<file path="config.mk">
export PLATFORM = sky130hd
export DESIGN_NAME = escape_marker_run_length_decoder_flat
export DESIGN_NICKNAME = d
export VERILOG_FILES = /design/src/hw/rtl/emrld_pkg.sv /design/src/hw/rtl/emrld_stream_if.sv /design/src/hw/rtl/escape_marker_run_length_decoder.sv /design/src/hw/rtl/emrld_front.sv /design/src/hw/rtl/emrld_cmd_fifo.sv /design/src/hw/rtl/emrld_back.sv /design/src/flat_wrapper.sv
export SDC_FILE = /design/constraint.sdc
export NUM_CORES = 1
export LEC_CHECK = 0
export ABC_AREA = 1
export BUFFER_PORTS_ARGS = -buffer_cell sky130_fd_sc_hd__buf_2
export CORE_UTILIZATION = 53
export CTS_BUF_LIST = sky130_fd_sc_hd__clkbuf_16
export DETAILED_ROUTE_END_ITERATION = 16
export PLACE_DENSITY = 0.81
export SYNTH_ARGS = -nofsm -noshare
export SYNTH_HDL_FRONTEND = slang
export SYNTH_SLANG_ARGS = --single-unit
</file>
<file path="constraint.sdc">
create_clock -name clk_i -period 2.5 [get_ports clk_i]
set_clock_uncertainty 0.05 [all_clocks]
set_input_delay 0.25 -clock clk_i [delete_from_list [all_inputs] [get_ports clk_i]]
set_output_delay 0.25 -clock clk_i [all_outputs]
set_load 0.01 [all_outputs]
</file>
<file path="src/hw/rtl/emrld_pkg.sv">
// ----------------------------------------------------------------------------
// emrld_pkg: shared types and constants of the escape-marker run-length decoder
// Holds the marker codes, the front parser phases and the command format
// that travels from the front part to the back part.
// ----------------------------------------------------------------------------
package emrld_pkg;

  // Marker pair, count field and repeat flag of a record's control byte.
  localparam logic [7:0] MarkFirst  = 8'h60;
  localparam logic [7:0] MarkSecond = 8'h7c;
  localparam int         CountW     = 5;
  localparam int         RepeatBit  = 6;

  // Front parser phases.
  typedef enum logic [3:0] {
    PH_IDLE = 4'b0001,
    PH_PEND = 4'b0010,
    PH_CTRL = 4'b0100,
    PH_BODY = 4'b1000
  } phase_e;

  // One command for the back part: an optional leading 0x60, count copies
  // of data, an optional trailing 0x60, and the end-of-stream flag.
  typedef struct packed {
    logic              pre;
    logic [7:0]        data;
    logic [CountW-1:0] count;
    logic              post;
    logic              last;
  } cmd_t;

endpackage

</file>
<file path="src/hw/rtl/emrld_stream_if.sv">
// ----------------------------------------------------------------------------
// emrld_stream_if: byte channels of the decoder
// Input channel carries encoded bytes, output channel restored bytes.
// ----------------------------------------------------------------------------
interface emrld_in_if;
  logic       valid;
  logic       ready;
  logic [7:0] in_byte;
  logic       in_last;

  modport source (output valid, output in_byte, output in_last, input ready);
  modport sink   (input valid, input in_byte, input in_last, output ready);
endinterface

interface emrld_out_if;
  logic       valid;
  logic       ready;
  logic [7:0] out_byte;
  logic       out_valid;
  logic       out_last;

  modport source (output valid, output out_byte, output out_valid, output out_last,
                  input ready);
  modport sink   (input valid, input out_byte, input out_valid, input out_last,
                  output ready);
endinterface

</file>
<file path="src/hw/rtl/escape_marker_run_length_decoder.sv">
// A beat's first result passes a queue entry, then the command registers.
// Throughput: one input beat per cycle; a command emits one output beat per cycle
// while out ready is high, so a repeat record of count n holds the output for n
// beats; the input stalls once the queue (FifoDepth entries) fills behind it.
// Reset: rst_ni clears parser phase, queue pointers and expander busy flag at once.
// ----------------------------------------------------------------------------
// escape_marker_run_length_decoder: top level
// Parser front part, command queue and expander back part.
// ----------------------------------------------------------------------------
module escape_marker_run_length_decoder #(
  parameter int FifoDepth = 2
) (
  input  logic        clk_i,
  input  logic        rst_ni,
  emrld_in_if.sink    in_i,
  emrld_out_if.source out_o
);
  import emrld_pkg::*;

  cmd_t push_cmd, pop_cmd;
  logic push, full, pop, empty;

  emrld_front u_front (
    .clk_i      (clk_i),
    .rst_ni     (rst_ni),
    .in_i       (in_i),
    .cmd_full_i (full),
    .cmd_push_o (push),
    .cmd_o      (push_cmd)
  );

  emrld_cmd_fifo #(.Depth(FifoDepth)) u_fifo (
    .clk_i       (clk_i),
    .rst_ni      (rst_ni),
    .push_i      (push),
    .push_data_i (push_cmd),
    .full_o      (full),
    .pop_i       (pop),
    .pop_data_o  (pop_cmd),
    .empty_o     (empty)
  );

  emrld_back u_back (
    .clk_i       (clk_i),
    .rst_ni      (rst_ni),
    .cmd_i       (pop_cmd),
    .cmd_empty_i (empty),
    .cmd_pop_o   (pop),
    .out_o       (out_o)
  );

endmodule

</file>
<file path="src/hw/rtl/emrld_front.sv">
// ----------------------------------------------------------------------------
// emrld_front: marker parser
// Accepts one encoded byte per beat, tracks the marker and record phases and
// turns each byte into a command for the back part.
// ----------------------------------------------------------------------------
module emrld_front (
  input  logic              clk_i,
  input  logic              rst_ni,
  emrld_in_if.sink          in_i,
  input  logic              cmd_full_i,
  output logic              cmd_push_o,
  output emrld_pkg::cmd_t   cmd_o
);
  import emrld_pkg::*;

  phase_e            phase_q, phase_d;
  logic [CountW-1:0] cnt_q, cnt_d;
  logic              rep_q, rep_d;
  logic              accept;
  logic [CountW-1:0] cnt_dec;
  cmd_t              cmd;

  assign in_i.ready = ~cmd_full_i;
  assign accept     = in_i.valid & in_i.ready;
  assign cnt_dec    = cnt_q - CountW'(1);

  // Classify the byte against the current phase.
  always_comb begin
    cmd     = '0;
    phase_d = phase_q;
    cnt_d   = cnt_q;
    rep_d   = rep_q;
    unique case (phase_q)
      PH_PEND: begin
        if (in_i.in_byte == MarkSecond) begin
          phase_d = PH_CTRL;
        end else begin
          cmd.pre = 1'b1;
          if (in_i.in_byte == MarkFirst) begin
            phase_d = PH_PEND;
          end else begin
            cmd.count = CountW'(1);
            cmd.data  = in_i.in_byte;
            phase_d   = PH_IDLE;
          end
        end
      end
      PH_CTRL: begin
        cnt_d = in_i.in_byte[CountW-1:0];
        rep_d = in_i.in_byte[RepeatBit];
        if (!in_i.in_byte[RepeatBit] && in_i.in_byte[CountW-1:0] == '0) begin
          phase_d = PH_IDLE;
        end else begin
          phase_d = PH_BODY;
        end
      end
      PH_BODY: begin
        cmd.data = in_i.in_byte;
        if (rep_q) begin
          cmd.count = cnt_q;
          cnt_d     = '0;
          phase_d   = PH_IDLE;
        end else begin
          cmd.count = CountW'(1);
          cnt_d     = cnt_dec;
          if (cnt_dec == '0) begin
            phase_d = PH_IDLE;
          end
        end
      end
      default: begin
        if (in_i.in_byte == MarkFirst) begin
          phase_d = PH_PEND;
        end else begin
          cmd.count = CountW'(1);
          cmd.data  = in_i.in_byte;
          phase_d   = PH_IDLE;
        end
      end
    endcase

    // End of stream flushes a pending marker and drops an open record.
    if (in_i.in_last) begin
      cmd.post = (phase_d == PH_PEND);
      cmd.last = 1'b1;
      phase_d  = PH_IDLE;
      cnt_d    = '0;
      rep_d    = 1'b0;
    end
  end

  // Only commands that produce at least one result enter the queue.
  assign cmd_o      = cmd;
  assign cmd_push_o = accept & (cmd.pre | (cmd.count != '0) | cmd.post | cmd.last);

  // Parser state.
  always_ff @(posedge clk_i or negedge rst_ni) begin
    if (!rst_ni) begin
      phase_q <= PH_IDLE;
      cnt_q   <= '0;
      rep_q   <= 1'b0;
    end else if (accept) begin
      phase_q <= phase_d;
      cnt_q   <= cnt_d;
      rep_q   <= rep_d;
    end
  end

endmodule

</file>
<file path="src/hw/rtl/emrld_cmd_fifo.sv">
// ----------------------------------------------------------------------------
// emrld_cmd_fifo: command queue
// Short queue between parser and expander so that each side stalls alone.
// ----------------------------------------------------------------------------
module emrld_cmd_fifo #(
  parameter int Depth = 2
) (
  input  logic            clk_i,
  input  logic            rst_ni,
  input  logic            push_i,
  input  emrld_pkg::cmd_t push_data_i,
  output logic            full_o,
  input  logic            pop_i,
  output emrld_pkg::cmd_t pop_data_o,
  output logic            empty_o
);
  import emrld_pkg::*;

  localparam int PtrW = $clog2(Depth);
  localparam int CntW = $clog2(Depth + 1);

  cmd_t            mem_q [Depth];
  logic [PtrW-1:0] wr_ptr_q, rd_ptr_q;
  logic [CntW-1:0] fill_q;
  logic            do_push, do_pop;

  assign full_o     = (fill_q == CntW'(Depth));
  assign empty_o    = (fill_q == '0);
  assign do_push    = push_i & ~full_o;
  assign do_pop     = pop_i & ~empty_o;
  assign pop_data_o = mem_q[rd_ptr_q];

  // Entry storage.
  always_ff @(posedge clk_i) begin
    if (do_push) begin
      mem_q[wr_ptr_q] <= push_data_i;
    end
  end

  // Pointers and fill level.
  always_ff @(posedge clk_i or negedge rst_ni) begin
    if (!rst_ni) begin
      wr_ptr_q <= '0;
      rd_ptr_q <= '0;
      fill_q   <= '0;
    end else begin
      if (do_push) begin
        wr_ptr_q <= (wr_ptr_q == PtrW'(Depth - 1)) ? '0 : wr_ptr_q + PtrW'(1);
      end
      if (do_pop) begin
        rd_ptr_q <= (rd_ptr_q == PtrW'(Depth - 1)) ? '0 : rd_ptr_q + PtrW'(1);
      end
      fill_q <= fill_q + CntW'(do_push) - CntW'(do_pop);
    end
  end

endmodule

</file>
<file path="src/hw/rtl/emrld_back.sv">
// ----------------------------------------------------------------------------
// emrld_back: command expander
// Holds one command and emits its bytes, one output beat per cycle while the output is ready.
// ----------------------------------------------------------------------------
module emrld_back (
  input  logic            clk_i,
  input  logic            rst_ni,
  input  emrld_pkg::cmd_t cmd_i,
  input  logic            cmd_empty_i,
  output logic            cmd_pop_o,
  emrld_out_if.source     out_o
);
  import emrld_pkg::*;

  logic              busy_q;
  logic              pre_q, post_q, last_q;
  logic [CountW-1:0] cnt_q;
  logic [7:0]        data_q;
  logic              has_cnt, more, fire, done;

  assign has_cnt = (cnt_q != '0);

  // Whether any result remains after the one on the output.
  always_comb begin
    if (pre_q) begin
      more = has_cnt | post_q;
    end else if (has_cnt) begin
      more = (cnt_q != CountW'(1)) | post_q;
    end else begin
      more = 1'b0;
    end
  end

  // Output beat straight from the command registers.
  assign out_o.valid     = busy_q;
  assign out_o.out_valid = pre_q | has_cnt | post_q;
  assign out_o.out_byte  = pre_q   ? MarkFirst :
                           has_cnt ? data_q    :
                           post_q  ? MarkFirst : 8'h00;
  assign out_o.out_last  = last_q & ~more;

  assign fire      = out_o.valid & out_o.ready;
  assign done      = fire & ~more;
  assign cmd_pop_o = ~cmd_empty_i & (~busy_q | done);

  // Busy flag.
  always_ff @(posedge clk_i or negedge rst_ni) begin
    if (!rst_ni) begin
      busy_q <= 1'b0;
    end else if (cmd_pop_o) begin
      busy_q <= 1'b1;
    end else if (done) begin
      busy_q <= 1'b0;
    end
  end

  // Current command: load a new one or step through the held one.
  always_ff @(posedge clk_i) begin
    if (cmd_pop_o) begin
      pre_q  <= cmd_i.pre;
      cnt_q  <= cmd_i.count;
      post_q <= cmd_i.post;
      data_q <= cmd_i.data;
      last_q <= cmd_i.last;
    end else if (fire) begin
      if (pre_q) begin
        pre_q <= 1'b0;
      end else if (has_cnt) begin
        cnt_q <= cnt_q - CountW'(1);
      end else begin
        post_q <= 1'b0;
      end
    end
  end

endmodule

</file>
<file path="src/flat_wrapper.sv">
// flat-port wrapper written by rule: the top's interface ports become plain ports
module escape_marker_run_length_decoder_flat import emrld_pkg::*;
#(
  parameter int FifoDepth = 2
)
  (clk_i, rst_ni, in_i_valid, in_i_in_byte, in_i_in_last, in_i_ready, out_o_valid, out_o_out_byte, out_o_out_valid, out_o_out_last, out_o_ready);
  emrld_in_if in_i_i ();
  emrld_out_if out_o_i ();
  input  logic clk_i;
  input  logic rst_ni;
  input wire logic [$bits(in_i_i.valid)-1:0] in_i_valid;
  input wire logic [$bits(in_i_i.in_byte)-1:0] in_i_in_byte;
  input wire logic [$bits(in_i_i.in_last)-1:0] in_i_in_last;
  output wire logic [$bits(in_i_i.ready)-1:0] in_i_ready;
  output wire logic [$bits(out_o_i.valid)-1:0] out_o_valid;
  output wire logic [$bits(out_o_i.out_byte)-1:0] out_o_out_byte;
  output wire logic [$bits(out_o_i.out_valid)-1:0] out_o_out_valid;
  output wire logic [$bits(out_o_i.out_last)-1:0] out_o_out_last;
  input wire logic [$bits(out_o_i.ready)-1:0] out_o_ready;
  assign in_i_i.valid = in_i_valid;
  assign in_i_i.in_byte = in_i_in_byte;
  assign in_i_i.in_last = in_i_in_last;
  assign in_i_ready = in_i_i.ready;
  assign out_o_valid = out_o_i.valid;
  assign out_o_out_byte = out_o_i.out_byte;
  assign out_o_out_valid = out_o_i.out_valid;
  assign out_o_out_last = out_o_i.out_last;
  assign out_o_i.ready = out_o_ready;
  escape_marker_run_length_decoder #(.FifoDepth(FifoDepth)) u_core (.clk_i(clk_i), .rst_ni(rst_ni), .in_i(in_i_i), .out_o(out_o_i));
endmodule
</file>
==> results by group, run 1 <==
Clock tree
  • Largest buffer count on any clock path: 2
  • CTS buffer count: 9
  • Post-cts resize count: 0
  • Number of buffers added to fix hold violations after cts: 1
  • # H-tree levels: 3
  • CTS tree: done
  • CTS sink cnt: 63
  • Clock latency at the later pin of the worst-skew pair: 0.33 ns
  • Clock Root Buffer: sky130_fd_sc_hd__clkbuf_16
  • Setup Buffers After CTS: 0
  • Clock-pin transition on the worst setup and hold timing paths: 0.05 ns

GRT
  • Global-route wire length before repair: 10100 µm
  • Vias in the first global route: 2246
  • Met3 track utilization from global routing: 0.0644
  • Peak-usage layer in the global routing report: met2
  • Met2 track demand over resource in global routing: 0.361
  • Largest net degree at the start of global routing: 18
  • GR Overflow Total: 0
  • GRT Total Usage: 0.216
  • Antenna violations before repair: 0
  • Met1 usage: 0.256

Floorplan
  • Number of placement rows: 27
  • Area inside the core boundary: 5640 µm²
  • X dimension of the die: 79.3 µm
  • Die footprint: 6290 µm²
  • Die height: 79.3 µm
  • Initial standard-cell utilization of the core: 0.562
  • Count of pins on the block boundary: 25

Setup path
  • Critical Path End Type: register
  • Family with the most delay on the worst path: adder cells
  • CP cell instances: inv_1, ha_1, nand3_4, nor2_4, o21ai_2, o21bai_4, nand2_4, inv_1, ha_1, inv_1, ha_1, xnor2_1
  • Critical path start-end classification: register to register
  • Critical path launch point type: register
  • Largest stage delay, worst path: 0.41 ns
  • Arrival @ worst endpoint: 2.44 ns
  • Cell count along the critical path: 12
  • Worst r2r dst: u_core.u_fifo.fill_q[1]
  • Maximum fanout along the worst path: 14
  • Critical Path RT: 2.70 ns
  • Reg-to-reg setup timing slack: 0.26 ns
  • R2r worst-path depth: 12
  • Reg-to-reg critical path startpoint: u_core.u_back.cnt_q[0]
  • Crit path buf inv count: 3
  • Cell with the largest stage delay on the worst path: sky130_fd_sc_hd__edfxtp_1

Layout
  • Filler cell count: 455
  • Finished Core Util: 0.647
  • Commonest non-fill, non-tap cell in the layout: sky130_fd_sc_hd__nand2_1
  • Layout-stage area growth over the synthesis result: 15.2%
  • Number of nets in the layout: 390
  • Leading cell types in the layout, fill and taps excluded: sky130_fd_sc_hd__nand2_1 (98), sky130_fd_sc_hd__inv_1 (54), sky130_fd_sc_hd__edfxtp_1 (48), sky130_fd_sc_hd__nor2_1 (31), sky130_fd_sc_hd__buf_2 (24)
  • Antenna diodes: 0
  • Fraction of final layout cells sized beyond drive strength 1: 0.165
  • Final cell area excluding filler cells: 3650 µm²

Synth
  • Total of flip-flops plus latches after synthesis: 63
  • Leading area contributor after synthesis: sky130_fd_sc_hd__edfxtp_1
  • Portion of synthesized cell area occupied by the leading cell type: 0.455
  • Predominant post-synthesis flop cell: sky130_fd_sc_hd__edfxtp_1
  • Warning count from the yosys run: 0
  • Parity-gate share of the synthesized area counting xor and xnor cells: 0.0166
  • Dominant cells by area after synthesis: sky130_fd_sc_hd__edfxtp_1 (45%), sky130_fd_sc_hd__nand2_1 (12%), sky130_fd_sc_hd__dfrtp_1 (11%)
  • Dominant combinational cell family by area after synthesis: simple AND/OR/NAND/NOR gates
  • Compound-cell area share of the yosys netlist: 0.0549
  • Post-Syn Nets: 356
  • Number of cells produced by synthesis: 336
  • Share of the yosys chip area belonging to registers: 0.574
  • Proportion of synthesized area in mux cells: 0.00632
  • Number of distinct library cell variants in the gate-level netlist after synthesis: 32
  • Synthesized-area fraction occupied by and/or/nand/nor cells: 0.247
  • Proportion of register bits with asynchronous set or reset after synthesis: 0.238
  • Number of flops mapped to enable cells by yosys: 48
  • Area of the mapped netlist: 3170 µm²
  • Mapped Avg Cell Area: 9.43 µm²
  • Post-Synth Adder-Cell Area: 0.0276

Timing
  • Clock period minus worst slack: 2.24 ns
  • Worst rel slew slack: 0.598
  • Sum Neg Setup Slack: 0 ns
  • Highest attainable clock frequency: 446 MHz
  • Max-slew violation total from the final report: 0
  • Final worst slack: 0.257 ns
  • Setup repair after global routing missed its margin: false
  • Count of endpoints failing setup in the final report: 0
  • Final Hold Vio Count: 0
  • Measured slew at the worst slew-check pin: 0.597 ns
  • Final period util: 0.897

Flow run
  • Max-capacitance violation count: 0

Detailed routing
  • Detailed-route via count: 2289
  • DRT Pass-1 Iters: 5
  • Drt drc: 0
  • Remaining antenna violation count: 0
  • Wire per inst: 13.3 µm
  • Initial detailed-routing violation count: 188
  • Drt via density: 5.12
  • Final wirelength: 5930 µm

Worst hold path
  • Source of the worst hold timing path: in_i_in_last
  • HP Class: input port to register
  • Endpoint with the worst hold slack: u_core.u_fifo.mem_q[0][0]
  • Worst hold path stage count: 1

Place
  • Placed cell area: 3370 µm²
  • DP Wirelength: 4340 µm
  • Last weighted congestion value of the routability-driven placer: 0.932
  • Pre-CTS setup slack: 0.265 ns
  • # port buffers: 24

Run status
  • Status: finished clean

Pwr
  • Cell area power density: 1070 nW/µm²
  • Maximum resistive drop on vdd: 0.647 mV
  • Static leakage power: 1.75 nW
report_power, final:
group / internal, mW / total (mW) / switching [mW]
Combinational: 0.402 / 1.17 / 0.767
Sequential: 1.50 / 1.64 / 0.144
Clock: 0.659 / 1.10 / 0.439
Total: 2.56 / 3.91 / 1.35
routing by layer:
layer / vias to the layer above / share of wire
met1: 1045 / 0.43
met2: 76 / 0.49
li1: 1160 / -
met3: 8 / 0.060
met4: 0 / 0.016
met5: - / 0
flip-flops by register name (all words and copies together) (netlist names), 2 cells and up:
register                cells
u_core.u_back.cnt_q         5
u_core.u_front.phase_q      4
u_core.u_fifo.fill_q        2
u_core.u_front.cnt_q        5
u_core.u_back.data_q        8
u_core.u_fifo.mem_q        32
metrics by stage:
| step | power [mW] | hold WS, ns | instances |
|---|---|---|---|
| 3_3_place_gp | 2.77 | 0.125 | 430 |
| 4_1_cts | 3.94 | 0.111 | 447 |
| 6_report | 3.91 | 0.122 | 447 |
| 2_1_floorplan | 2.49 | -0.0956 | 336 |
| 5_1_grt | 4.16 | 0.116 | 447 |
| 3_5_place_dp | 2.83 | 0.127 | 430 |
cell type report:
class | instances | area, µm² | area share
Sequential cell | 63 | 1820 | 0.498
Timing Repair Buffer | 28 | 153 | 0.0418
Tap cell | 72 | 90.1 | 0.0247
Clock inverter | 7 | 40.0 | 0.0110
Clock buffer | 9 | 225 | 0.0617
Multi-Input combinational cell | 213 | 1120 | 0.306
Inverter | 55 | 206 | 0.0566
synthesized netlist by cell type (3+ instances only):
cell type	n
sky130_fd_sc_hd__a21oi_1	3
sky130_fd_sc_hd__clkbuf_1	4
sky130_fd_sc_hd__dfrtp_1	14
sky130_fd_sc_hd__edfxtp_1	48
sky130_fd_sc_hd__ha_1	7
sky130_fd_sc_hd__inv_1	54
sky130_fd_sc_hd__nand2_1	98
sky130_fd_sc_hd__nand3_1	21
sky130_fd_sc_hd__nand4_1	8
sky130_fd_sc_hd__nor2_1	31
sky130_fd_sc_hd__nor2_2	3
sky130_fd_sc_hd__nor2_4	3
sky130_fd_sc_hd__nor3_1	3
sky130_fd_sc_hd__o21ai_0	8
sky130_fd_sc_hd__o22ai_1	6
sky130_fd_sc_hd__xor2_1	4
worst max path at each step:
stage                         startpoint                         to
6_report          u_core.u_back.cnt_q[0]    u_core.u_fifo.fill_q[1]
5_1_grt           u_core.u_back.cnt_q[0]    u_core.u_fifo.fill_q[1]
4_1_cts           u_core.u_back.cnt_q[0]    u_core.u_fifo.fill_q[1]
3_5_place_dp      u_core.u_back.cnt_q[0]    u_core.u_fifo.fill_q[1]
3_3_place_gp      u_core.u_back.cnt_q[0]    u_core.u_fifo.fill_q[0]
2_1_floorplan  u_core.u_front.phase_q[2]  u_core.u_fifo.mem_q[1][0]
logic make-up after synthesis:
| logic type | Yosys count |
|---|---|
| flops | 63 |
| buf+inv | 60 |
| fa+ha+maj | 7 |
| xor+xnor | 6 |
| mux | 2 |
| compound gates | 24 |
| simple gates | 174 |
(Power assumes the default switching activity.)
==> run 2: changes to the inputs <==
- CORE_UTILIZATION: 53 -> 45
- PLACE_DENSITY: 0.81 -> 0.72
- SLEW_MARGIN: not set -> 20
==> run 2 against run 1 <==
Sequential power is essentially flat. Combinational power is essentially flat. Hold slack gained 0.012 ns. Critical endpoint unchanged. Sequential share of layout area shrank 0.42 points. Clock-buffer cell count is the same. Fmax grew 1.3%. Highest routed layer unchanged. Die area grew 17%. Clock power is essentially flat.
==> results by group, run 2 (same netlist as run 1, synthesis figures left out) <==
Clock tree
  • # H-tree levels: 3
  • Number of buffers added to fix hold violations after cts: 1
  • Clock latency at the later pin of the worst-skew pair: 0.32 ns
  • Setup Buffers After CTS: 0
  • CTS buffer count: 9
  • CTS sink cnt: 63
  • Largest buffer count on any clock path: 2
  • Clock-pin transition on the worst setup and hold timing paths: 0.05 ns
  • Clock Root Buffer: sky130_fd_sc_hd__clkbuf_16
  • CTS tree: done
  • Post-cts resize count: 0

Layout
  • Number of nets in the layout: 390
  • Antenna diodes: 0
  • Leading cell types in the layout, fill and taps excluded: sky130_fd_sc_hd__nand2_1 (98), sky130_fd_sc_hd__inv_1 (55), sky130_fd_sc_hd__edfxtp_1 (48), sky130_fd_sc_hd__nor2_1 (31), sky130_fd_sc_hd__buf_2 (24)
  • Area of the multi-input gates: 1120 µm²
  • Fraction of final layout cells sized beyond drive strength 1: 0.163
  • Registers with the most flip-flops: u_core.u_fifo.mem_q x32, u_core.u_back.data_q x8
  • Layout-stage area growth over the synthesis result: 16.2%
  • Register with the most flip-flops: u_core.u_fifo.mem_q
  • Commonest non-fill, non-tap cell in the layout: sky130_fd_sc_hd__nand2_1
  • Finished Core Util: 0.542
  • Sequential standard cell area: 1820 µm²
  • Filler cell count: 607
  • Flip-flop count of the largest register, all copies and words added: 32

Floorplan
  • Count of pins on the block boundary: 25
  • Area inside the core boundary: 6790 µm²
  • Initial standard-cell utilization of the core: 0.466
  • Number of placement rows: 30
  • X dimension of the die: 85.9 µm
  • Die footprint: 7380 µm²
  • Die height: 85.9 µm

Setup path
  • Maximum fanout along the worst path: 14
  • Critical Path End Type: register
  • Cell with the largest stage delay on the worst path: sky130_fd_sc_hd__edfxtp_1
  • Crit path buf inv count: 3
  • Critical path start-end classification: register to register
  • Critical Path RT: 2.69 ns
  • Arrival @ worst endpoint: 2.40 ns
  • Family with the most delay on the worst path: adder cells
  • CP cell instances: inv_1, ha_1, nand3_4, nor2_4, o21ai_2, o21bai_4, nand2_4, inv_1, ha_1, inv_1, ha_1, xnor2_1
  • Reg-to-reg setup timing slack: 0.29 ns
  • Largest stage delay, worst path: 0.41 ns
  • Critical path launch point type: register

Detailed routing
  • Remaining antenna violation count: 0
  • Initial detailed-routing violation count: 80
  • Drt drc: 0
  • Drt via density: 4.80
  • DRT Pass-1 Iters: 4
  • Wire per inst: 12.2 µm
  • Detailed-route via count: 2259
  • Final wirelength: 5740 µm

Flow run
  • Max-capacitance violation count: 0

Timing
  • Count of endpoints failing setup in the final report: 0
  • Final period util: 0.886
  • Max-slew violation total from the final report: 0
  • Setup repair after global routing missed its margin: false
  • Clock period minus worst slack: 2.21 ns
  • Measured slew at the worst slew-check pin: 0.613 ns
  • Hold slack final: 0.134 ns
  • Highest attainable clock frequency: 452 MHz
  • Worst rel slew slack: 0.587
  • Sum Neg Setup Slack: 0 ns
  • Final Hold Vio Count: 0

Pwr
  • Cell area power density: 1060 nW/µm²
  • Maximum resistive drop on vdd: 0.384 mV
  • Static leakage power: 1.75 nW

GRT
  • Vias in the first global route: 2159
  • Antenna violations before repair: 0
  • Global-route wire length before repair: 9650 µm
  • GRT Total Usage: 0.173
  • GR Overflow Total: 0
  • Largest net degree at the start of global routing: 18

Worst hold path
  • HP Class: input port to register

Run status
  • Status: finished clean

Place
  • DP Wirelength: 4280 µm
  • # port buffers: 24
  • Last weighted congestion value of the routability-driven placer: 0.956
==> run 2: worst register-to-register path: cells and delay by family (launching register included) <==
family | cells | cell delay, ns
buffers and inverters | 3 | 0.27
adders and majority gates | 3 | 0.57
xor gates and xnor gates | 1 | 0.12
and+or+nand+nor | 3 | 0.41
DFF | 1 | 0.41
AOI/OAI and AO/OA | 2 | 0.31
==> run 2: through the flow <==
stage	power, mW	setup WS, ns	instances	area [µm²]
after floorplan	2.49	0.203	336	3170
after global placement	2.79	0.393	454	3400
after detailed placement	2.82	0.293	454	3400
after CTS	3.92	0.277	471	3680
after global routing	4.16	0.108	471	3680
final	3.89	0.286	471	3680
==> run 2: report_power, final <==
group          switching (mW)  internal (mW)  total (mW)
Clock                   0.431          0.660        1.09
Combinational           0.759          0.399        1.16
Sequential              0.146           1.50        1.64
==> run 2: area by class of cell <==
class | count | area share
Tap cell | 96 | 0.0326
Sequential cell | 63 | 0.494
Multi-Input combinational cell | 213 | 0.304
Clock inverter | 7 | 0.0112
Inverter | 55 | 0.0561
Clock buffer | 9 | 0.0612
Timing Repair Buffer | 28 | 0.0415
==> run 2: final timing paths <==
path | from | to | cells past startpoint
max in group asynchronous | rst_ni | u_core.u_front.phase_q[0] | 2
min in group asynchronous | rst_ni | u_core.u_front.phase_q[1] | 2
hold reg to reg | u_core.u_fifo.wr_ptr_q | u_core.u_fifo.wr_ptr_q | 2
hold / removal | in_i_in_last | u_core.u_fifo.mem_q[0][0] | 1
setup reg to reg | u_core.u_back.cnt_q[0] | u_core.u_fifo.fill_q[1] | 12
setup / recovery | u_core.u_back.cnt_q[0] | u_core.u_fifo.fill_q[1] | 12
==> run 2: per-layer routing <==
metal,GRT usage,vias up,share of wire
met4,0.0818,0,0.018
met2,0.284,52,0.48
met5,0,-,0
li1,-,1159,-
met3,0.0318,8,0.026
met1,0.222,1040,0.48
